`config.mk`:
```
export PLATFORM = sky130hd
export DESIGN_NAME = pid_controller_step
export DESIGN_NICKNAME = d
export VERILOG_FILES = /design/src/hdl/pidc_pkg.sv /design/src/hdl/pid_controller_step.sv /design/src/hdl/pidc_div.sv /design/src/hdl/pidc_dp.sv /design/src/hdl/pidc_ctrl.sv
export SDC_FILE = /design/constraint.sdc
export NUM_CORES = 2
export LEC_CHECK = 0
export CORE_MARGIN = 3
export CORE_UTILIZATION = 60
export DETAILED_ROUTE_END_ITERATION = 8
export DONT_BUFFER_PORTS = 1
export GPL_ROUTABILITY_DRIVEN = 1
export PLACE_DENSITY = 0.88
export SYNTH_ARGS = -nofsm -noshare
export SYNTH_HDL_FRONTEND = slang
export SYNTH_SLANG_ARGS = --single-unit
export TNS_END_PERCENT = 50
```
`constraint.sdc`:
```
create_clock -name clk_i -period 15.99 [get_ports clk_i]
set_input_delay 3.198 -clock clk_i [delete_from_list [all_inputs] [get_ports clk_i]]
set_output_delay 3.198 -clock clk_i [all_outputs]
set_load 0.01 [all_outputs]
```
`src/hdl/pidc_pkg.sv`:
```
// Shared types, constants and helper functions for the PID controller step block.
// Used by the controller, the datapath, the serial divider and the top level.
`default_nettype none

package pidc_pkg;

  localparam int unsigned WORD_W = 32;
  localparam int unsigned DT_W   = 24;
  localparam int unsigned LIM_W  = 31;
  localparam int unsigned IDX_W  = 2;
  localparam int unsigned MAG_W  = WORD_W + 1;
  localparam int unsigned PROD_W = 2 * WORD_W;
  localparam int unsigned PMAG_W = PROD_W - 16;
  localparam int unsigned INC_W  = 57;
  localparam int unsigned DCAP_W = 57;
  localparam int unsigned WIDE_W = 60;

  localparam logic [IDX_W-1:0] CFG_GAIN_P  = 2'd0;
  localparam logic [IDX_W-1:0] CFG_GAIN_I  = 2'd1;
  localparam logic [IDX_W-1:0] CFG_GAIN_D  = 2'd2;
  localparam logic [IDX_W-1:0] CFG_WINDUP  = 2'd3;

  localparam logic [LIM_W-1:0] WINDUP_RESET = 31'd327680;

  typedef enum logic [3:0] {
    ST_IDLE,
    ST_PREP,
    ST_MUL_P,
    ST_MUL_I,
    ST_MUL_ILO,
    ST_MUL_IHI,
    ST_MUL_D,
    ST_ACC,
    ST_PSUM,
    ST_WAIT,
    ST_DTERM,
    ST_SUM,
    ST_FIN
  } pidc_state_e;

  typedef enum logic [2:0] {
    MUL_P,
    MUL_I,
    MUL_ILO,
    MUL_IHI,
    MUL_D
  } pidc_mul_e;

  typedef struct packed {
    logic [WORD_W-1:0] gain_p;
    logic [WORD_W-1:0] gain_i;
    logic [WORD_W-1:0] gain_d;
    logic [LIM_W-1:0]  windup;
  } pidc_cfg_t;

  typedef struct packed {
    logic      load;
    logic      prep;
    logic      mul_en;
    pidc_mul_e mul_sel;
    logic      p_cap;
    logic      ahi_cap;
    logic      lohi_cap;
    logic      inc_cap;
    logic      acc_cap;
    logic      div_start;
    logic      psum_cap;
    logic      dterm_cap;
    logic      sum_cap;
    logic      push;
  } pidc_cmd_t;

  typedef struct packed {
    logic dt_zero;
    logic div_busy;
    logic out_free;
  } pidc_sts_t;

  // Magnitude of a signed word as an unsigned word; the most negative value maps to 2^31.
  function automatic logic [WORD_W-1:0] mag_word(input logic [WORD_W-1:0] v);
    return v[WORD_W-1] ? (~v + {{(WORD_W-1){1'b0}}, 1'b1}) : v;
  endfunction

endpackage

`default_nettype wire

```
`src/hdl/pid_controller_step.sv`:
```
// PID controller step with derivative on measurement and integral anti-windup clamp.
// Top level: configuration registers, controller and datapath. Uses pidc_pkg.
//
// Each input item (target, measured, elapsed) yields one result item (drive,
// integral_now). All values are signed Q16.16; elapsed is unsigned Q8.16 seconds.
// Gains and the windup limit are written through the cfg_we_i port; the user must
// write them only while idle, as the block does not enforce it. The block works on
// one item at a time. The result waits on the radix-4 serial divider that forms
// the derivative term; with zero elapsed time the division is skipped. A new item
// is accepted the cycle after the result enters the output register, so a result
// may wait there while the next item is worked on.
// If the receiver stalls and the output register is still full when the next result
// is ready, the block holds that result and keeps in_stall_o high.
// Reset clears the integral, the previous measurement and the gains and sets the
// windup limit to 5.0; no item is pending after reset.
`default_nettype none

module pid_controller_step
  import pidc_pkg::*;
(
  input  wire logic              clk_i,
  input  wire logic              rst_ni,
  input  wire logic              cfg_we_i,
  input  wire logic [IDX_W-1:0]  cfg_idx_i,
  input  wire logic [WORD_W-1:0] cfg_data_i,
  input  wire logic              in_valid_i,
  output logic                   in_stall_o,
  input  wire logic [WORD_W-1:0] target_i,
  input  wire logic [WORD_W-1:0] measured_i,
  input  wire logic [DT_W-1:0]   elapsed_i,
  output logic                   out_valid_o,
  input  wire logic              out_stall_i,
  output logic [WORD_W-1:0]      drive_o,
  output logic [WORD_W-1:0]      integral_now_o
);

  pidc_cfg_t cfg_q;
  pidc_cmd_t cmd;
  pidc_sts_t sts;
  logic      in_acc;

  always_ff @(posedge clk_i or negedge rst_ni) begin
    if (!rst_ni) begin
      cfg_q.gain_p <= '0;
      cfg_q.gain_i <= '0;
      cfg_q.gain_d <= '0;
      cfg_q.windup <= WINDUP_RESET;
    end else if (cfg_we_i) begin
      case (cfg_idx_i)
        CFG_GAIN_P: cfg_q.gain_p <= cfg_data_i;
        CFG_GAIN_I: cfg_q.gain_i <= cfg_data_i;
        CFG_GAIN_D: cfg_q.gain_d <= cfg_data_i;
        CFG_WINDUP: cfg_q.windup <= cfg_data_i[LIM_W-1:0];
        default: begin
        end
      endcase
    end
  end

  pidc_ctrl u_ctrl (
    .clk_i      (clk_i),
    .rst_ni     (rst_ni),
    .in_valid_i (in_valid_i),
    .in_stall_o (in_stall_o),
    .cmd_o      (cmd),
    .sts_i      (sts)
  );

  pidc_dp u_dp (
    .clk_i          (clk_i),
    .rst_ni         (rst_ni),
    .cfg_i          (cfg_q),
    .cmd_i          (cmd),
    .sts_o          (sts),
    .target_i       (target_i),
    .measured_i     (measured_i),
    .elapsed_i      (elapsed_i),
    .out_valid_o    (out_valid_o),
    .out_stall_i    (out_stall_i),
    .drive_o        (drive_o),
    .integral_now_o (integral_now_o)
  );

  assign in_acc = in_valid_i && !in_stall_o;

  // An accepted item keeps the block busy on the next cycle.
  a_busy_after_accept : assert property (
    @(posedge clk_i) disable iff (!rst_ni) in_acc |=> in_stall_o
  ) else $error("input taken while previous item still in progress");

  // A fresh result can only follow a cycle in which the block was busy.
  a_result_from_work : assert property (
    @(posedge clk_i) disable iff (!rst_ni) $rose(out_valid_o) |-> $past(in_stall_o)
  ) else $error("result appeared without an item in progress");

  // The reported integral always lies within the windup limit.
  a_integral_clamped : assert property (
    @(posedge clk_i) disable iff (!rst_ni)
      out_valid_o |->
        ($signed({integral_now_o[WORD_W-1], integral_now_o}) <=
           $signed({2'b00, cfg_q.windup})) &&
        ($signed({integral_now_o[WORD_W-1], integral_now_o}) >=
           -$signed({2'b00, cfg_q.windup}))
  ) else $error("integral outside the windup limit");

  // While the divider runs the datapath must not start a new item.
  a_div_idle_on_load : assert property (
    @(posedge clk_i) disable iff (!rst_ni) cmd.load |-> !sts.div_busy
  ) else $error("item loaded while the divider is busy");

endmodule

`default_nettype wire

```
`src/hdl/pidc_div.sv`:
```
// Radix-4 restoring divider: 64-bit dividend by 24-bit divisor, two quotient bits a cycle.
// Depends on pidc_pkg for the word widths.
`default_nettype none

module pidc_div
  import pidc_pkg::*;
(
  input  wire logic              clk_i,
  input  wire logic              rst_ni,
  input  wire logic              start_i,
  input  wire logic [PROD_W-1:0] dividend_i,
  input  wire logic [DT_W-1:0]   divisor_i,
  output logic                   busy_o,
  output logic [PROD_W-1:0]      quotient_o
);

  localparam int unsigned STEPS = PROD_W / 2;
  localparam int unsigned CNT_W = $clog2(STEPS);
  localparam logic [CNT_W-1:0] CNT_LAST = CNT_W'(STEPS - 1);

  logic              busy_q;
  logic [CNT_W-1:0]  cnt_q;
  logic [DT_W-1:0]   divisor_q;
  logic [DT_W-1:0]   rem_q, rem_d;
  logic [PROD_W-1:0] quo_q, quo_d;
  logic [DT_W:0]     trial;

  always_comb begin
    rem_d = rem_q;
    quo_d = quo_q;
    trial = '0;
    for (int k = 0; k < 2; k++) begin
      trial = {rem_d, quo_d[PROD_W-1]};
      quo_d = {quo_d[PROD_W-2:0], 1'b0};
      if (trial >= {1'b0, divisor_q}) begin
        rem_d    = DT_W'(trial - {1'b0, divisor_q});
        quo_d[0] = 1'b1;
      end else begin
        rem_d = trial[DT_W-1:0];
      end
    end
  end

  always_ff @(posedge clk_i or negedge rst_ni) begin
    if (!rst_ni) begin
      busy_q <= 1'b0;
      cnt_q  <= '0;
    end else if (start_i) begin
      busy_q <= 1'b1;
      cnt_q  <= '0;
    end else if (busy_q) begin
      cnt_q <= cnt_q + {{(CNT_W-1){1'b0}}, 1'b1};
      if (cnt_q == CNT_LAST) begin
        busy_q <= 1'b0;
      end
    end
  end

  always_ff @(posedge clk_i) begin
    if (start_i) begin
      divisor_q <= divisor_i;
      rem_q     <= '0;
      quo_q     <= dividend_i;
    end else if (busy_q) begin
      rem_q <= rem_d;
      quo_q <= quo_d;
    end
  end

  assign busy_o     = busy_q;
  assign quotient_o = quo_q;

endmodule

`default_nettype wire

```
`src/hdl/pidc_dp.sv`:
```
// Datapath of the PID step: input latch, shared 32x32 multiplier, integral clamp,
// derivative divider, final sum with saturation, and the output register. Uses pidc_pkg.
`default_nettype none

module pidc_dp
  import pidc_pkg::*;
(
  input  wire logic              clk_i,
  input  wire logic              rst_ni,
  input  wire pidc_cfg_t         cfg_i,
  input  wire pidc_cmd_t         cmd_i,
  output pidc_sts_t              sts_o,
  input  wire logic [WORD_W-1:0] target_i,
  input  wire logic [WORD_W-1:0] measured_i,
  input  wire logic [DT_W-1:0]   elapsed_i,
  output logic                   out_valid_o,
  input  wire logic              out_stall_i,
  output logic [WORD_W-1:0]      drive_o,
  output logic [WORD_W-1:0]      integral_now_o
);

  localparam logic [WIDE_W-1:0] SAT_HI = {{(WIDE_W-WORD_W+1){1'b0}}, {(WORD_W-1){1'b1}}};
  localparam logic [WIDE_W-1:0] SAT_LO = ~SAT_HI;
  localparam logic [PROD_W-1:0] DCAP   = PROD_W'(1) << (DCAP_W - 1);

  logic [WORD_W-1:0] target_q, measured_q;
  logic [DT_W-1:0]   elapsed_q;
  logic [WORD_W-1:0] integral_q, prev_q;
  logic [MAG_W-1:0]  em_q, em_d, dm_q, dm_d;
  logic              eneg_q, dneg_q;
  logic [MAG_W-1:0]  err_w, dfb_w;

  logic [WORD_W-1:0] op_a;
  logic [MAG_W-1:0]  op_b;
  logic [PROD_W-1:0] prod_w, mul_q;
  logic [PMAG_W-1:0] pmag_q;
  logic [WORD_W-1:0] ahi_q, lohi_q;
  logic [INC_W-1:0]  inc_q;

  logic [WIDE_W-1:0] inc_u, inc_w, acc_sum, lim_pos, lim_neg, acc_cl;
  logic [WORD_W-1:0] acc_q;
  logic [WIDE_W-1:0] p_u, p_w, psum_q;
  logic [DCAP_W-1:0] qcap;
  logic [WIDE_W-1:0] d_u, d_w, d_q, sum_w, sat_w;
  logic [WORD_W-1:0] sum_q;

  logic              div_busy;
  logic [PROD_W-1:0] quotient;
  logic              dt_zero;
  logic              out_valid_q;
  logic [WORD_W-1:0] drive_q, intn_q;
  logic              out_free;

  assign dt_zero  = (elapsed_q == '0);
  assign out_free = !out_valid_q || !out_stall_i;

  assign err_w = {target_q[WORD_W-1], target_q} - {measured_q[WORD_W-1], measured_q};
  assign dfb_w = {prev_q[WORD_W-1], prev_q} - {measured_q[WORD_W-1], measured_q};
  assign em_d  = err_w[MAG_W-1] ? (~err_w + {{(MAG_W-1){1'b0}}, 1'b1}) : err_w;
  assign dm_d  = dfb_w[MAG_W-1] ? (~dfb_w + {{(MAG_W-1){1'b0}}, 1'b1}) : dfb_w;

  always_comb begin
    case (cmd_i.mul_sel)
      MUL_P: begin
        op_a = mag_word(cfg_i.gain_p);
        op_b = em_q;
      end
      MUL_I: begin
        op_a = mag_word(cfg_i.gain_i);
        op_b = em_q;
      end
      MUL_ILO: begin
        op_a = mul_q[WORD_W-1:0];
        op_b = {{(MAG_W-DT_W){1'b0}}, elapsed_q};
      end
      MUL_IHI: begin
        op_a = ahi_q;
        op_b = {{(MAG_W-DT_W){1'b0}}, elapsed_q};
      end
      MUL_D: begin
        op_a = mag_word(cfg_i.gain_d);
        op_b = dm_q;
      end
      default: begin
        op_a = '0;
        op_b = '0;
      end
    endcase
  end

  // A magnitude of exactly 2^32 has all lower bits clear, so its product is a shift.
  assign prod_w = op_b[MAG_W-1] ? {op_a, {WORD_W{1'b0}}}
                                : PROD_W'(op_a) * PROD_W'(op_b[WORD_W-1:0]);

  always_comb begin
    inc_u   = {{(WIDE_W-INC_W){1'b0}}, inc_q};
    inc_w   = (cfg_i.gain_i[WORD_W-1] ^ eneg_q) ? -inc_u : inc_u;
    acc_sum = {{(WIDE_W-WORD_W){integral_q[WORD_W-1]}}, integral_q} + inc_w;
    lim_pos = {{(WIDE_W-LIM_W){1'b0}}, cfg_i.windup};
    lim_neg = -lim_pos;
    if ($signed(acc_sum) > $signed(lim_pos)) begin
      acc_cl = lim_pos;
    end else if ($signed(acc_sum) < $signed(lim_neg)) begin
      acc_cl = lim_neg;
    end else begin
      acc_cl = acc_sum;
    end
  end

  always_comb begin
    p_u = {{(WIDE_W-PMAG_W){1'b0}}, pmag_q};
    p_w = (cfg_i.gain_p[WORD_W-1] ^ eneg_q) ? -p_u : p_u;
  end

  always_comb begin
    qcap = (quotient > DCAP) ? DCAP[DCAP_W-1:0] : quotient[DCAP_W-1:0];
    d_u  = {{(WIDE_W-DCAP_W){1'b0}}, qcap};
    if (dt_zero) begin
      d_w = '0;
    end else begin
      d_w = !(cfg_i.gain_d[WORD_W-1] ^ dneg_q) ? -d_u : d_u;
    end
  end

  always_comb begin
    sum_w = psum_q + d_q;
    if ($signed(sum_w) > $signed(SAT_HI)) begin
      sat_w = SAT_HI;
    end else if ($signed(sum_w) < $signed(SAT_LO)) begin
      sat_w = SAT_LO;
    end else begin
      sat_w = sum_w;
    end
  end

  pidc_div u_div (
    .clk_i      (clk_i),
    .rst_ni     (rst_ni),
    .start_i    (cmd_i.div_start),
    .dividend_i (mul_q),
    .divisor_i  (elapsed_q),
    .busy_o     (div_busy),
    .quotient_o (quotient)
  );

  always_ff @(posedge clk_i or negedge rst_ni) begin
    if (!rst_ni) begin
      integral_q  <= '0;
      prev_q      <= '0;
      out_valid_q <= 1'b0;
    end else begin
      if (cmd_i.prep) begin
        prev_q <= measured_q;
      end
      if (cmd_i.acc_cap) begin
        integral_q <= acc_cl[WORD_W-1:0];
      end
      if (cmd_i.push) begin
        out_valid_q <= 1'b1;
      end else if (!out_stall_i) begin
        out_valid_q <= 1'b0;
      end
    end
  end

  always_ff @(posedge clk_i) begin
    if (cmd_i.load) begin
      target_q   <= target_i;
      measured_q <= measured_i;
      elapsed_q  <= elapsed_i;
    end
    if (cmd_i.prep) begin
      em_q   <= em_d;
      eneg_q <= err_w[MAG_W-1];
      dm_q   <= dm_d;
      dneg_q <= dfb_w[MAG_W-1];
    end
    if (cmd_i.mul_en) begin
      mul_q <= prod_w;
    end
    if (cmd_i.p_cap) begin
      pmag_q <= mul_q[PROD_W-1:16];
    end
    if (cmd_i.ahi_cap) begin
      ahi_q <= mul_q[PROD_W-1:WORD_W];
    end
    if (cmd_i.lohi_cap) begin
      lohi_q <= mul_q[PROD_W-1:WORD_W];
    end
    if (cmd_i.inc_cap) begin
      inc_q <= INC_W'(mul_q) + INC_W'(lohi_q);
    end
    if (cmd_i.acc_cap) begin
      acc_q <= acc_cl[WORD_W-1:0];
    end
    if (cmd_i.psum_cap) begin
      psum_q <= p_w + {{(WIDE_W-WORD_W){acc_q[WORD_W-1]}}, acc_q};
    end
    if (cmd_i.dterm_cap) begin
      d_q <= d_w;
    end
    if (cmd_i.sum_cap) begin
      sum_q <= sat_w[WORD_W-1:0];
    end
    if (cmd_i.push) begin
      drive_q <= sum_q;
      intn_q  <= acc_q;
    end
  end

  assign sts_o.dt_zero  = dt_zero;
  assign sts_o.div_busy = div_busy;
  assign sts_o.out_free = out_free;

  assign out_valid_o    = out_valid_q;
  assign drive_o        = drive_q;
  assign integral_now_o = intn_q;

endmodule

`default_nettype wire

```
`src/hdl/pidc_ctrl.sv`:
```
// Sequencing state machine of the PID step: steps the datapath through its multiplies,
// clamp, division and final sum. Uses pidc_pkg for the state enum and command types.
`default_nettype none

module pidc_ctrl
  import pidc_pkg::*;
(
  input  wire logic      clk_i,
  input  wire logic      rst_ni,
  input  wire logic      in_valid_i,
  output logic           in_stall_o,
  output pidc_cmd_t      cmd_o,
  input  wire pidc_sts_t sts_i
);

  pidc_state_e state_q, state_d;

  always_ff @(posedge clk_i or negedge rst_ni) begin
    if (!rst_ni) begin
      state_q <= ST_IDLE;
    end else begin
      state_q <= state_d;
    end
  end

  always_comb begin
    state_d = state_q;
    case (state_q)
      ST_IDLE: begin
        if (in_valid_i) begin
          state_d = ST_PREP;
        end
      end
      ST_PREP:    state_d = ST_MUL_P;
      ST_MUL_P:   state_d = ST_MUL_I;
      ST_MUL_I:   state_d = ST_MUL_ILO;
      ST_MUL_ILO: state_d = ST_MUL_IHI;
      ST_MUL_IHI: state_d = ST_MUL_D;
      ST_MUL_D:   state_d = ST_ACC;
      ST_ACC:     state_d = ST_PSUM;
      ST_PSUM:    state_d = ST_WAIT;
      ST_WAIT: begin
        if (sts_i.dt_zero || !sts_i.div_busy) begin
          state_d = ST_DTERM;
        end
      end
      ST_DTERM:   state_d = ST_SUM;
      ST_SUM:     state_d = ST_FIN;
      ST_FIN: begin
        if (sts_i.out_free) begin
          state_d = ST_IDLE;
        end
      end
      default:    state_d = ST_IDLE;
    endcase
  end

  always_comb begin
    cmd_o         = '0;
    cmd_o.mul_sel = MUL_P;
    in_stall_o    = 1'b1;
    case (state_q)
      ST_IDLE: begin
        in_stall_o = 1'b0;
        cmd_o.load = in_valid_i;
      end
      ST_PREP: begin
        cmd_o.prep = 1'b1;
      end
      ST_MUL_P: begin
        cmd_o.mul_en  = 1'b1;
        cmd_o.mul_sel = MUL_P;
      end
      ST_MUL_I: begin
        cmd_o.mul_en  = 1'b1;
        cmd_o.mul_sel = MUL_I;
        cmd_o.p_cap   = 1'b1;
      end
      ST_MUL_ILO: begin
        cmd_o.mul_en  = 1'b1;
        cmd_o.mul_sel = MUL_ILO;
        cmd_o.ahi_cap = 1'b1;
      end
      ST_MUL_IHI: begin
        cmd_o.mul_en   = 1'b1;
        cmd_o.mul_sel  = MUL_IHI;
        cmd_o.lohi_cap = 1'b1;
      end
      ST_MUL_D: begin
        cmd_o.mul_en  = 1'b1;
        cmd_o.mul_sel = MUL_D;
        cmd_o.inc_cap = 1'b1;
      end
      ST_ACC: begin
        cmd_o.acc_cap   = 1'b1;
        cmd_o.div_start = !sts_i.dt_zero;
      end
      ST_PSUM: begin
        cmd_o.psum_cap = 1'b1;
      end
      ST_WAIT: begin
      end
      ST_DTERM: begin
        cmd_o.dterm_cap = 1'b1;
      end
      ST_SUM: begin
        cmd_o.sum_cap = 1'b1;
      end
      ST_FIN: begin
        cmd_o.push = sts_i.out_free;
      end
      default: begin
      end
    endcase
  end

endmodule

`default_nettype wire

```
==> metrics.cfg <==
[routing]
first_iter_violations=9049
wirelength_mm=312
wire_per_inst_um=25.9
first_pass_iters=9
detail-route-antenna-nets=0
vias=77746
drcViolationCount=0
vias_per_cell=6.46

[grt]
grt_max_degree=203
grt_remaining_overflow=0
antenna_found_initial=17
grt_use_total_pct=38.3
grt_pass1_wl_mm=470
grt_pass1_vias=77644

[floorplanning]
rows=144
coreArea_um2=155000
die_area_um2=162000
die_h_um=402
initial_utilization_pct=60.8
ioPinCount=193
dieWidth_um=402

[timing]
fin_tns_setup_ps=0
post-route-period-util_pct=77.6
worst_pin_slew_ps=1380
fmax_ghz=0.0806
report.final.setup_viol=0
slew-limit-headroom_pct=7.96
rsz0062_at_grt=no
slew_violations=0
hold_viol_final=0
finClkSkew_ps=82.4
min_period_ps=12400

[synth]
synthDistinctLibCells=105
ys_seq_elements=951
synth-edff-count=725
synthFlopType=edfxtp_1
yosysSeqAreaShare_pct=29.0
synth_area_per_cell_um2=9.39
async_flop_share_pct=21.2
syn_area_um2=94200
synthCells=10029
syn_nets=11745
ys.warnings.count=0

[clocking]
cts_tree=built
cts_hold_buf=0
insertion_delay_ps=750
cts_buffer_depth=3
htree_num_levels=3
clk_pin_slew_ps=60
cts.sinks=951
cts-buffers-inserted=102
post-cts-setup-buffer-count=0
cts-root-buf=clkbuf_16
cts_resized=0

[critical_path]
crit_family=adder cells
cp_slowest_cell=o211a_1
path_buf_inv=7
cpPeakStageDelay_ps=910
regToRegSetupSlack_ps=3590
start_kind=flip-flop
required_ps=16470
arrival_ps=12880
end_kind=flip-flop
critPathMostFrequentCell=fa_1
crit_type=reg -> reg
critPathMaxFanout=72

[finish]
seqCellArea_um2=27300
multi_input_area_um2=61000
drive_gt1_share_pct=6.23
fillers=12065
nets=11584
syn_to_final_growth_pct=6.70

[flow_run]
maxCapViolCount=0

[place]
place_congestion=1.03
portBuffers=0
place_hpwl_mm=235

[hold_path]
hp-class=reg -> reg

[status]
outcome=complete, no violations

## per-stage QoR
| step | util (%) | area (µm²) | hold WS, ps | setup WS, ps | instances |
|---|---|---|---|---|---|
| floorplan | - | 94200 | 400 | 4770 | 10029 |
| global placement | 62.3 | 96600 | 402 | 4120 | 11808 |
| detailed placement | 62.3 | 96600 | 405 | 3970 | 11808 |
| CTS | 64.8 | 100000 | 417 | 3920 | 12000 |
| global route | 64.8 | 100000 | 423 | 3090 | 12021 |
| finish | 64.8 | 100000 | 416 | 3590 | 12040 |
## worst register-to-register path, delay by kind of cell (launching register included)
family | cells | cell delay [ps]
simple gates | 5 | 1690
compound gates | 11 | 3700
buf+inv | 7 | 1640
flops | 1 | 580
fa+ha+maj | 9 | 4540
## logic make-up after synthesis
family	Yosys count	synth area share, %
xor gates and xnor gates	677	6.30
AOI/OAI and AO/OA	1778	12.1
buffers and inverters	1640	6.58
adders and majority gates	1589	28.3
muxes	223	2.59
DFF	951	29.0
and+or+nand+nor	3171	15.1
## final cells by class
cell class,count,area share (%)
clock inverter,71,1.02
sequential,951,27.2
tap,2044,2.55
timing repair buffer,147,1.10
clock buffer,121,2.73
multi-input combinational,7438,60.7
antenna,40,0.0996
inverter,1228,4.59
## routing by layer
layer | track usage, % | wire (µm) | share of wire [%] | up-vias
li1 | - | - | - | 33604
met1 | 47.0 | 111000 | 35 | 37594
met2 | 59.5 | 137000 | 44 | 5144
met3 | 10.8 | 38100 | 12 | 1402
met4 | 25.0 | 26400 | 8.4 | 2
met5 | 0 | 13 | 0.0042 | -
## final timing paths
path,start,to,depth (start not counted)
max,u_ctrl.state_q[3],u_dp.mul_q[63],32
min,u_dp.sum_q[14],u_dp.drive_o[14],0
max reg2reg,u_ctrl.state_q[3],u_dp.mul_q[63],32
min reg2reg,u_dp.sum_q[14],u_dp.drive_o[14],0
max in group asynchronous,rst_ni,cfg_q[6],0
min in group asynchronous,rst_ni,u_dp.prev_q[29],0
## state kept, by name, indices dropped and copies added, names as in the netlist, 48 cells and up
name / count
u_dp.pmag_q: 48
u_dp.mul_q: 64
u_dp.inc_q: 57
u_dp.psum_q: 60
cfg_q: 127
u_dp.d_q: 60
u_dp.u_div.quotient_o: 64
## cell usage after synthesis (131+ instances only)
| cell type | count | area, µm² |
|---|---|---|
| xor2_1 | 288 | 2520 |
| nor2_1 | 1100 | 4130 |
| nand2_1 | 1144 | 4290 |
| a21oi_1 | 482 | 2410 |
| inv_1 | 1226 | 4600 |
| ha_1 | 685 | 8570 |
| nand3_1 | 132 | 661 |
| fa_1 | 904 | 18100 |
| mux2_2 | 169 | 1900 |
| nor3_1 | 131 | 656 |
| edfxtp_1 | 725 | 21800 |
| dfrtp_1 | 200 | 5000 |
| clkbuf_1 | 383 | 1440 |
| xnor2_1 | 388 | 3400 |
| o21ai_0 | 404 | 2020 |
| a21o_1 | 187 | 1400 |
## layout by cell type (no fill, tap or decap), types with 19 or more instances in the layout
cell,Yosys,routed
nand2b_1,71,71
dfrtp_1,200,200
a31oi_1,77,76
diode_2,0,40
ha_1,685,685
o21ai_0,404,403
fa_1,904,904
or3_1,67,67
o211ai_1,49,49
nor4_1,68,60
and2_1,62,62
clkbuf_16,0,104
nand3_1,132,128
a21o_1,187,187
o21bai_1,64,64
and4_1,23,23
buf_4,0,147
and3_1,99,97
inv_1,1226,1223
edfxtp_1,725,725
o41ai_1,36,36
a211o_1,19,19
o31ai_1,77,75
or2_2,30,30
or4_1,38,38
bufinv_16,0,20
nor3_1,131,123
o21a_1,56,56
xor2_1,288,285
dfxtp_1,24,24
mux2_2,169,169
a211oi_1,57,56
nand2_1,1144,1144
a21oi_1,482,480
xnor2_1,388,385
nand4_1,80,80
mux2i_1,54,54
nor2_1,1100,1095
a22oi_1,37,36
nor2b_1,66,66
Power is not shown: default switching activity piles up to over one toggle a cycle in this logic, so the estimate is an artifact.
